--- config.mk ---
export PLATFORM = sky130hd
export DESIGN_NAME = nfc_response_frame_parser_flat
export DESIGN_NICKNAME = d
export VERILOG_FILES = /design/src/nfcrfp_pkg.sv /design/src/nfcrfp_if.sv /design/src/nfc_response_frame_parser.sv /design/src/flat_wrapper.sv
export SDC_FILE = /design/constraint.sdc
export NUM_CORES = 1
export LEC_CHECK = 0
export BUFFER_PORTS_ARGS = -buffer_cell sky130_fd_sc_hd__buf_2
export CAP_MARGIN = 40
export CELL_PAD_IN_SITES_DETAIL_PLACEMENT = 0
export CELL_PAD_IN_SITES_GLOBAL_PLACEMENT = 1
export CORE_AREA = 2 2 130 132
export CTS_CLUSTER_DIAMETER = 50
export DETAILED_ROUTE_END_ITERATION = 7
export DIE_AREA = 0 0 132 134
export PLACE_DENSITY = 0.84
export SLEW_MARGIN = 10
export SYNTH_ARGS = -nofsm -noshare
export SYNTH_HDL_FRONTEND = slang
export SYNTH_SLANG_ARGS = --single-unit
--- constraint.sdc ---
create_clock -name clock -period 3.8 [get_ports clock]
set_input_delay 0.19 -clock clock [delete_from_list [all_inputs] [get_ports clock]]
set_output_delay 0.19 -clock clock [all_outputs]
set_load 0.01 [all_outputs]
--- src/nfcrfp_pkg.sv ---
// shared types and constants of the nfc response frame parser
package nfcrfp_pkg;

   // frame parser phases
   localparam logic [3:0] PhIdle    = 4'd0;
   localparam logic [3:0] PhStart1  = 4'd1;
   localparam logic [3:0] PhStart2  = 4'd2;
   localparam logic [3:0] PhLen     = 4'd3;
   localparam logic [3:0] PhLcs     = 4'd4;
   localparam logic [3:0] PhExtHi   = 4'd5;
   localparam logic [3:0] PhExtLo   = 4'd6;
   localparam logic [3:0] PhExtCs   = 4'd7;
   localparam logic [3:0] PhTfi     = 4'd8;
   localparam logic [3:0] PhCode    = 4'd9;
   localparam logic [3:0] PhData    = 4'd10;
   localparam logic [3:0] PhDcs     = 4'd11;
   localparam logic [3:0] PhPostOk  = 4'd12;
   localparam logic [3:0] PhPostBad = 4'd13;

   // frame status codes
   typedef logic [1:0] status_type;
   localparam status_type StOk       = 2'd0;
   localparam status_type StInvalid  = 2'd1;
   localparam status_type StErrFrame = 2'd2;
   localparam status_type StNoSpace  = 2'd3;

   // configuration register indexes
   localparam int unsigned CsrIndexBits = 8;
   localparam int unsigned CsrDataBits  = 16;
   localparam logic [CsrIndexBits-1:0] CsrExpectedResponse = 8'd0;
   localparam logic [CsrIndexBits-1:0] CsrCapacity         = 8'd1;

   // frame byte values
   localparam logic [7:0] ByteZero     = 8'h00;
   localparam logic [7:0] ByteFf       = 8'hFF;
   localparam logic [7:0] ByteTfi      = 8'hD5;
   localparam logic [7:0] ByteErrTfi   = 8'h7F;
   localparam logic [7:0] ByteErrCode  = 8'h81;

   localparam logic [15:0] CapacityReset = 16'hFFFF;

   typedef struct packed {
      logic        payload_valid;
      logic [7:0]  payload_byte;
      logic        frame_done;
      status_type  status;
      logic [15:0] payload_length;
   } result_type;

   // length minus the tfi and code bytes, when there are at least two
   function automatic logic [15:0] strip_len(input logic [15:0] n);
      strip_len = (n >= 16'd2) ? n - 16'd2 : n;
   endfunction

endpackage

--- src/nfcrfp_if.sv ---
// handshake channels of the nfc response frame parser

interface nfcrfp_req_if;
   logic       valid;
   logic       ready;
   logic [7:0] rx_byte;
   logic       frame_start;

   modport source (output valid, output rx_byte, output frame_start, input ready);
   modport sink   (input valid, input rx_byte, input frame_start, output ready);
endinterface

interface nfcrfp_rsp_if;
   logic        valid;
   logic        ready;
   logic        payload_valid;
   logic [7:0]  payload_byte;
   logic        frame_done;
   logic [1:0]  status;
   logic [15:0] payload_length;

   modport source (output valid, output payload_valid, output payload_byte,
                   output frame_done, output status, output payload_length, input ready);
   modport sink   (input valid, input payload_valid, input payload_byte,
                   input frame_done, input status, input payload_length, output ready);
endinterface

interface nfcrfp_csr_if;
   logic        valid;
   logic        ready;
   logic [7:0]  index;
   logic [15:0] data;

   modport source (output valid, output index, output data, input ready);
   modport sink   (input valid, input index, input data, output ready);
endinterface

--- src/nfc_response_frame_parser.sv ---
// nfc response frame parser top level
//
// Byte-serial parser for one controller response frame: preamble, start code
// 00 00 FF, normal or extended length with its checksum, TFI D5 and the
// expected response code, payload bytes passed out as they arrive, data
// checksum and postamble. Every accepted byte gives exactly one result
// transaction in the following cycle; the whole decision for a byte is made at the
// input handshake against the phase register, so one byte is taken per cycle
// as long as the result channel keeps up. A single output register sits
// between the channels, and req ready is low only while that register holds
// a result that is not yet taken. frame_done marks the end or rejection of a
// frame with its status (0 ok, 1 invalid, 2 error frame, 3 no space);
// payload_length is given with a good frame. A byte with frame_start set
// always begins a new frame. Configuration writes are taken in any cycle.
module nfc_response_frame_parser #(
   parameter int unsigned LENGTH_BITS = 16
) (
   input logic         clock,
   input logic         reset,
   nfcrfp_req_if.sink   req_chan,
   nfcrfp_rsp_if.source rsp_chan,
   nfcrfp_csr_if.sink   csr_chan
);
   import nfcrfp_pkg::*;

   localparam logic [16:0] LenLimit = 17'((32'd1 << LENGTH_BITS) - 32'd1);

   logic [7:0]             expected_ff;
   logic [15:0]            capacity_ff;

   logic [3:0]             phase_ff, phase_in;
   logic [LENGTH_BITS-1:0] byte_count_ff, byte_count_in;
   logic [7:0]             run_sum_ff, run_sum_in;
   logic [15:0]            pay_len_ff, pay_len_in;
   logic [7:0]             len_high_ff, len_high_in;
   logic [7:0]             len_low_ff, len_low_in;

   logic                   rsp_valid_ff;
   result_type             rsp_ff, result;

   logic                   req_take;
   logic [7:0]             b;
   logic [7:0]             lcs_sum;
   logic [7:0]             ext_sum;
   logic [7:0]             dcs_sum;
   logic [15:0]            ext_len;

   assign req_chan.ready = !rsp_valid_ff || rsp_chan.ready;
   assign req_take       = req_chan.valid && req_chan.ready;
   assign b              = req_chan.rx_byte;

   assign csr_chan.ready = 1'b1;

   assign lcs_sum = len_low_ff + b;
   assign ext_sum = len_high_ff + len_low_ff + b;
   assign dcs_sum = run_sum_ff + b;
   assign ext_len = strip_len({len_high_ff, len_low_ff});

   always_comb begin
      phase_in      = phase_ff;
      byte_count_in = byte_count_ff;
      run_sum_in    = run_sum_ff;
      pay_len_in    = pay_len_ff;
      len_high_in   = len_high_ff;
      len_low_in    = len_low_ff;
      result        = '0;

      if (req_chan.frame_start) begin
         byte_count_in = '0;
         run_sum_in    = '0;
         pay_len_in    = '0;
         len_high_in   = '0;
         len_low_in    = '0;
         if (b == ByteZero) begin
            phase_in = PhStart1;
         end else begin
            result.frame_done = 1'b1;
            result.status     = StInvalid;
            phase_in          = PhIdle;
         end
      end else begin
         case (phase_ff)
            PhStart1: begin
               if (b == ByteZero) begin
                  phase_in = PhStart2;
               end else begin
                  result.frame_done = 1'b1;
                  result.status     = StInvalid;
                  phase_in          = PhIdle;
               end
            end
            PhStart2: begin
               if (b == ByteFf) begin
                  phase_in = PhLen;
               end else begin
                  result.frame_done = 1'b1;
                  result.status     = StInvalid;
                  phase_in          = PhIdle;
               end
            end
            PhLen: begin
               len_low_in = b;
               phase_in   = PhLcs;
            end
            PhLcs: begin
               if (len_low_ff == ByteFf && b == ByteFf) begin
                  phase_in = PhExtHi;
               end else if (lcs_sum != ByteZero) begin
                  result.frame_done = 1'b1;
                  result.status     = StInvalid;
                  phase_in          = PhIdle;
               end else begin
                  pay_len_in = strip_len({8'd0, len_low_ff});
                  phase_in   = PhTfi;
               end
            end
            PhExtHi: begin
               len_high_in = b;
               phase_in    = PhExtLo;
            end
            PhExtLo: begin
               len_low_in = b;
               phase_in   = PhExtCs;
            end
            PhExtCs: begin
               if (ext_sum != ByteZero) begin
                  result.frame_done = 1'b1;
                  result.status     = StInvalid;
                  phase_in          = PhIdle;
               end else begin
                  pay_len_in = ext_len;
                  phase_in   = PhTfi;
               end
            end
            PhTfi: begin
               run_sum_in = b;
               phase_in   = PhCode;
            end
            PhCode: begin
               if (pay_len_ff == 16'd1 && run_sum_ff == ByteErrTfi && b == ByteErrCode) begin
                  result.frame_done = 1'b1;
                  result.status     = StErrFrame;
                  phase_in          = PhIdle;
               end else if (run_sum_ff != ByteTfi || b != expected_ff) begin
                  result.frame_done = 1'b1;
                  result.status     = StInvalid;
                  phase_in          = PhIdle;
               end else if (pay_len_ff > capacity_ff || {1'b0, pay_len_ff} > LenLimit) begin
                  result.frame_done = 1'b1;
                  result.status     = StNoSpace;
                  phase_in          = PhIdle;
               end else begin
                  run_sum_in    = dcs_sum;
                  byte_count_in = '0;
                  phase_in      = (pay_len_ff != 16'd0) ? PhData : PhDcs;
               end
            end
            PhData: begin
               result.payload_valid = 1'b1;
               result.payload_byte  = b;
               run_sum_in           = dcs_sum;
               byte_count_in        = byte_count_ff + 1'b1;
               if (16'(byte_count_in) >= pay_len_ff) begin
                  phase_in = PhDcs;
               end
            end
            PhDcs: begin
               phase_in = (dcs_sum == ByteZero) ? PhPostOk : PhPostBad;
            end
            PhPostOk: begin
               result.frame_done     = 1'b1;
               result.status         = StOk;
               result.payload_length = pay_len_ff;
               phase_in              = PhIdle;
            end
            PhPostBad: begin
               result.frame_done = 1'b1;
               result.status     = StInvalid;
               phase_in          = PhIdle;
            end
            default: begin
               phase_in = PhIdle;
            end
         endcase
      end
   end

   // parser state
   always_ff @(posedge clock) begin
      if (reset) begin
         phase_ff      <= PhIdle;
         byte_count_ff <= '0;
         run_sum_ff    <= '0;
         pay_len_ff    <= '0;
         len_high_ff   <= '0;
         len_low_ff    <= '0;
      end else if (req_take) begin
         phase_ff      <= phase_in;
         byte_count_ff <= byte_count_in;
         run_sum_ff    <= run_sum_in;
         pay_len_ff    <= pay_len_in;
         len_high_ff   <= len_high_in;
         len_low_ff    <= len_low_in;
      end
   end

   // configuration registers
   always_ff @(posedge clock) begin
      if (reset) begin
         expected_ff <= '0;
         capacity_ff <= CapacityReset;
      end else if (csr_chan.valid && csr_chan.ready) begin
         case (csr_chan.index)
            CsrExpectedResponse: expected_ff <= csr_chan.data[7:0];
            CsrCapacity:         capacity_ff <= csr_chan.data;
            default:             ;
         endcase
      end
   end

   // result register
   always_ff @(posedge clock) begin
      if (reset) begin
         rsp_valid_ff <= 1'b0;
      end else if (req_take) begin
         rsp_valid_ff <= 1'b1;
      end else if (rsp_chan.ready) begin
         rsp_valid_ff <= 1'b0;
      end
   end

   always_ff @(posedge clock) begin
      if (req_take) begin
         rsp_ff <= result;
      end
   end

   assign rsp_chan.valid          = rsp_valid_ff;
   assign rsp_chan.payload_valid  = rsp_ff.payload_valid;
   assign rsp_chan.payload_byte   = rsp_ff.payload_byte;
   assign rsp_chan.frame_done     = rsp_ff.frame_done;
   assign rsp_chan.status         = rsp_ff.status;
   assign rsp_chan.payload_length = rsp_ff.payload_length;

   // a payload byte never closes a frame
   a_payload_not_done: assert property (@(posedge clock) disable iff (reset)
      rsp_valid_ff && rsp_ff.payload_valid |-> !rsp_ff.frame_done)
      else $error("payload byte reported together with frame end");

   // status and length stay zero unless the frame ends
   a_status_only_done: assert property (@(posedge clock) disable iff (reset)
      rsp_valid_ff && !rsp_ff.frame_done |->
         rsp_ff.status == StOk && rsp_ff.payload_length == 16'd0)
      else $error("status or length reported without frame end");

   // a frame end always returns the parser to idle
   a_done_idle: assert property (@(posedge clock) disable iff (reset)
      req_take && result.frame_done |=> phase_ff == PhIdle)
      else $error("parser not idle after frame end");

   // the payload counter never passes the frame length
   a_count_bound: assert property (@(posedge clock) disable iff (reset)
      phase_ff == PhData |-> 16'(byte_count_ff) < pay_len_ff)
      else $error("payload count beyond frame length");

   // a stalled result transaction holds still
   a_rsp_hold: assert property (@(posedge clock) disable iff (reset)
      rsp_valid_ff && !rsp_chan.ready |=> rsp_valid_ff && $stable(rsp_ff))
      else $error("result changed while stalled");

endmodule
--- src/flat_wrapper.sv ---
// flat-port wrapper written by rule: the top's interface ports become plain ports
module nfc_response_frame_parser_flat import nfcrfp_pkg::*;
#(
   parameter int unsigned LENGTH_BITS = 16
)
  (clock, reset, req_chan_valid, req_chan_rx_byte, req_chan_frame_start, req_chan_ready, rsp_chan_valid, rsp_chan_payload_valid, rsp_chan_payload_byte, rsp_chan_frame_done, rsp_chan_status, rsp_chan_payload_length, rsp_chan_ready, csr_chan_valid, csr_chan_index, csr_chan_data, csr_chan_ready);
  nfcrfp_req_if req_chan_i ();
  nfcrfp_rsp_if rsp_chan_i ();
  nfcrfp_csr_if csr_chan_i ();
  input logic clock;
  input logic reset;
  input wire logic [$bits(req_chan_i.valid)-1:0] req_chan_valid;
  input wire logic [$bits(req_chan_i.rx_byte)-1:0] req_chan_rx_byte;
  input wire logic [$bits(req_chan_i.frame_start)-1:0] req_chan_frame_start;
  output wire logic [$bits(req_chan_i.ready)-1:0] req_chan_ready;
  output wire logic [$bits(rsp_chan_i.valid)-1:0] rsp_chan_valid;
  output wire logic [$bits(rsp_chan_i.payload_valid)-1:0] rsp_chan_payload_valid;
  output wire logic [$bits(rsp_chan_i.payload_byte)-1:0] rsp_chan_payload_byte;
  output wire logic [$bits(rsp_chan_i.frame_done)-1:0] rsp_chan_frame_done;
  output wire logic [$bits(rsp_chan_i.status)-1:0] rsp_chan_status;
  output wire logic [$bits(rsp_chan_i.payload_length)-1:0] rsp_chan_payload_length;
  input wire logic [$bits(rsp_chan_i.ready)-1:0] rsp_chan_ready;
  input wire logic [$bits(csr_chan_i.valid)-1:0] csr_chan_valid;
  input wire logic [$bits(csr_chan_i.index)-1:0] csr_chan_index;
  input wire logic [$bits(csr_chan_i.data)-1:0] csr_chan_data;
  output wire logic [$bits(csr_chan_i.ready)-1:0] csr_chan_ready;
  assign req_chan_i.valid = req_chan_valid;
  assign req_chan_i.rx_byte = req_chan_rx_byte;
  assign req_chan_i.frame_start = req_chan_frame_start;
  assign req_chan_ready = req_chan_i.ready;
  assign rsp_chan_valid = rsp_chan_i.valid;
  assign rsp_chan_payload_valid = rsp_chan_i.payload_valid;
  assign rsp_chan_payload_byte = rsp_chan_i.payload_byte;
  assign rsp_chan_frame_done = rsp_chan_i.frame_done;
  assign rsp_chan_status = rsp_chan_i.status;
  assign rsp_chan_payload_length = rsp_chan_i.payload_length;
  assign rsp_chan_i.ready = rsp_chan_ready;
  assign csr_chan_i.valid = csr_chan_valid;
  assign csr_chan_i.index = csr_chan_index;
  assign csr_chan_i.data = csr_chan_data;
  assign csr_chan_ready = csr_chan_i.ready;
  nfc_response_frame_parser #(.LENGTH_BITS(LENGTH_BITS)) u_core (.clock(clock), .reset(reset), .req_chan(req_chan_i), .rsp_chan(rsp_chan_i), .csr_chan(csr_chan_i));
endmodule
==> results.md <==
- Buf+Inv Stages, Crit Path: 0
- Slowest cell on the critical path: dfxtp_1
- Fin nets: 1019
- Slew Limit Headroom: 0.4630
- Max-Cap Viols: 0
- Met2 wire length: 9053 um
- I/O Buffers: 67
- Top cell type by total area after synthesis: dfxtp_1
- Most used DFF post-synth: dfxtp_1
- Setup CP Type: reg2reg
- CP max stage delay: 0.42 ns
- Commonest non-fill, non-tap cell in the layout: dfxtp_1
- WL per Instance: 17.07 um
- Max-slew violation count: 0
- CP Cell Sequence: nand4_1 > nor3_2 > and3_1 > and3_1 > nand3_1 > xnor2_1 > ha_1 > nand4_1 > o21ai_0 > nor3_1 > o2111ai_2 > and2_1 > or3_1 > nand3_1
- CP max FO: 6
- Number of cell rows: 47
- # fillers: 1552
- H-Tree Depth: 4
- DR vias: 6451
- Critical path's top delay family: simple AND/OR/NAND/NOR gates
- Place WS: 0.2823 ns
- Yosys cell types: 71
- Synthesis-to-finish area growth: 18.21%
- Placed wire-length estimate: 14510 um
- Sequential fraction of the synthesis area: 0.3449
- DIE AREA: 17690 um^2
- Fin Clk Skew: 0.007506 ns
- RSZ-0062 raised after global routing: false
- Detailed Route Iter0 Violations: 433
- RePlAce Congestion: 0.9304
- Vias in the first global route: 6185
- Mean Syn Cell Area: 8.827 um^2
- Fmax: 287.6 MHz
- Pleak: 3.848 nW
- Metal3 WL: 1000 um
- Diode count: 0
- CTS Buf Count: 17
- Final-report setup violation count: 0
- CTS tree: built
- Most frequent cells in the layout: dfxtp_1 (85), nor2_1 (68), buf_2 (67)
- Seq cells post-synth: 113
- Via density per instance: 5.614
- Total global routing overflow: 0
- Remaining antenna violation count: 0
- Arrival @ worst endpoint: 3.84 ns
- Design Area, Final: 8713 um^2
- Synth top area share: 0.2309
- Hold WC Path Type: in2reg
- Leading post-synthesis cells by cell area: dfxtp_1 (23%), edfxtp_1 (11%), ha_1 (9.3%), mux2i_1 (4.5%), nor2_1 (3.5%)
- Total of warnings raised by yosys: 0
- EDFF count, synth: 28
- Mapped cell area: 7371 um^2
- CP Launch Type: register
- Number of top-level pins: 69
- Worst IR drop on VDD: 0.0003228 V
- Uppermost layer routed: met4
- Tmin final: 3.477 ns
- Pwr/cell area: 383.3 nW/um^2
- Area of the core: 16290 um^2
- Hold Slack: 0.009599 ns
- Total power: 3.340 mW
- First-pass GRT wire length: 32000 um
- Clk root buf: clkbuf_16
- Met1 WL: 9254 um
- Crit path capture type: register
- Required @ worst endpoint: 4.16 ns
- Share of cells above drive strength 1: 0.1421
- Post-synth net total: 938
- DRC Markers: 0
- Router iterations before antenna repair: 7
- Post-route setup TNS: 0 ns
- Die width: 132 um
- Clock sinks: 113
- Status: completed
- Largest net degree at the start of global routing: 60
- Area post-placement: 7993 um^2
- Die Y: 134 um
- Ys async rst share: 0
- Antenna violations before repair: 0
- Clk_lat worst skew: 0.42 ns
- Reg clk slew, reported paths: 0.06 ns
- Gr usage total: 0.2297
- Final worst-path cycle share: 0.9151
- Post-route setup slack: 0.3226 ns
- Post-Syn Instances: 835
- Hold Fails Final Rpt: 0
- Initial core utilization: 0.4525
- Worst slew pin tran: 0.7993 ns
- Final wirelength: 19620 um
- Clk buf depth: 2
## routing by layer
| metal | global-route usage | up-vias |
|---|---|---|
| met3 | 0.04762 | 27 |
| li1 | - | 3182 |
| met4 | 0.06280 | 0 |
| met2 | 0.3796 | 203 |
| met1 | 0.3061 | 3039 |
| met5 | 0 | - |
## layout make-up
| cell class | count | area (um^2) | area share |
|---|---|---|---|
| Multi-Input combinational cell | 636 | 4509 | 0.5175 |
| Sequential cell | 113 | 2542 | 0.2918 |
| Timing Repair Buffer | 93 | 550.5 | 0.06318 |
| Clock buffer | 19 | 442.9 | 0.05083 |
| Tap cell | 220 | 275.3 | 0.03159 |
| Inverter | 55 | 206.4 | 0.02369 |
| Clock inverter | 13 | 186.4 | 0.02140 |
## path summary, 6_finish.rpt
kind	endpoint	from	cells after the start	slack, ns
worst max-delay path	u_core.phase_ff[3]	u_core.byte_count_ff[0]	14	0.32
worst max register to register	u_core.phase_ff[3]	u_core.byte_count_ff[0]	14	0.32
worst min register to register	u_core.capacity_ff[4]	u_core.capacity_ff[4]	2	0.47
worst min-delay path	u_core.capacity_ff[7]	csr_chan_data[7]	3	0.01
## synthesized netlist by cell type, types with 12 or more instances
cell type,instances
clkbuf_1,23
ha_1,55
o21ai_0,32
nor2b_1,24
nor2_1,68
xnor2_1,19
nor3_1,30
nand3_1,19
xor2_1,24
inv_1,54
a21oi_1,50
nor4_1,14
nand4_1,17
dfxtp_1,85
edfxtp_1,28
mux2i_1,33
a211oi_1,12
nand2_1,63
nand3b_1,18
and2_1,23
## report_power, final
part | leakage (nW) | switching (mW) | internal (mW)
clock | 0.297 | 0.602 | 1.11
combinational | 2.58 | 0.209 | 0.144
sequential | 0.970 | 0.0177 | 1.25
total | 3.85 | 0.828 | 2.51
## kinds of logic after synthesis
logic type      synth area share
compound gates            0.1594
xor+xnor                 0.05636
fa+ha+maj                 0.1205
buf+inv                  0.04566
flops                     0.3449
mux                      0.04481
other cells            0.0005088
simple gates              0.2278
## tightest hold or removal path, cell delays in order
cell,delay [ns]
buf_2,0.10
nand2_1,0.05
nand3b_1,0.06
## per-stage QoR
step	cells	utilization
floorplan	835	-
global placement	1106	0.4893
detailed placement	1109	0.4907
CTS	1149	0.5342
global route	1149	0.5349
finish	1149	0.5349
## repair_timing
action	in CTS	in global routing
resized for setup	0	2
hold buffers	8	0
endpoints found under the hold margin	8	0
setup endpoints to repair	0	4
setup buffers	0	0
## state kept, by name (all words and copies together) (netlist names)
register                        count
u_core.len_low_ff                   8
u_core.expected_ff                  8
u_core.run_sum_ff                   8
u_core.pay_len_ff                  16
u_core.rsp_chan.payload_byte        8
u_core.phase_ff                     4
u_core.len_high_ff                  8
u_core.rsp_chan.frame_done          1
u_core.rsp_chan.payload_length     16
u_core.byte_count_ff               16
u_core.capacity_ff                 16
u_core.rsp_chan.valid               1
u_core.rsp_chan.payload_valid       1
u_core.rsp_chan.status              2
Power figures use the tool's default switching activity.
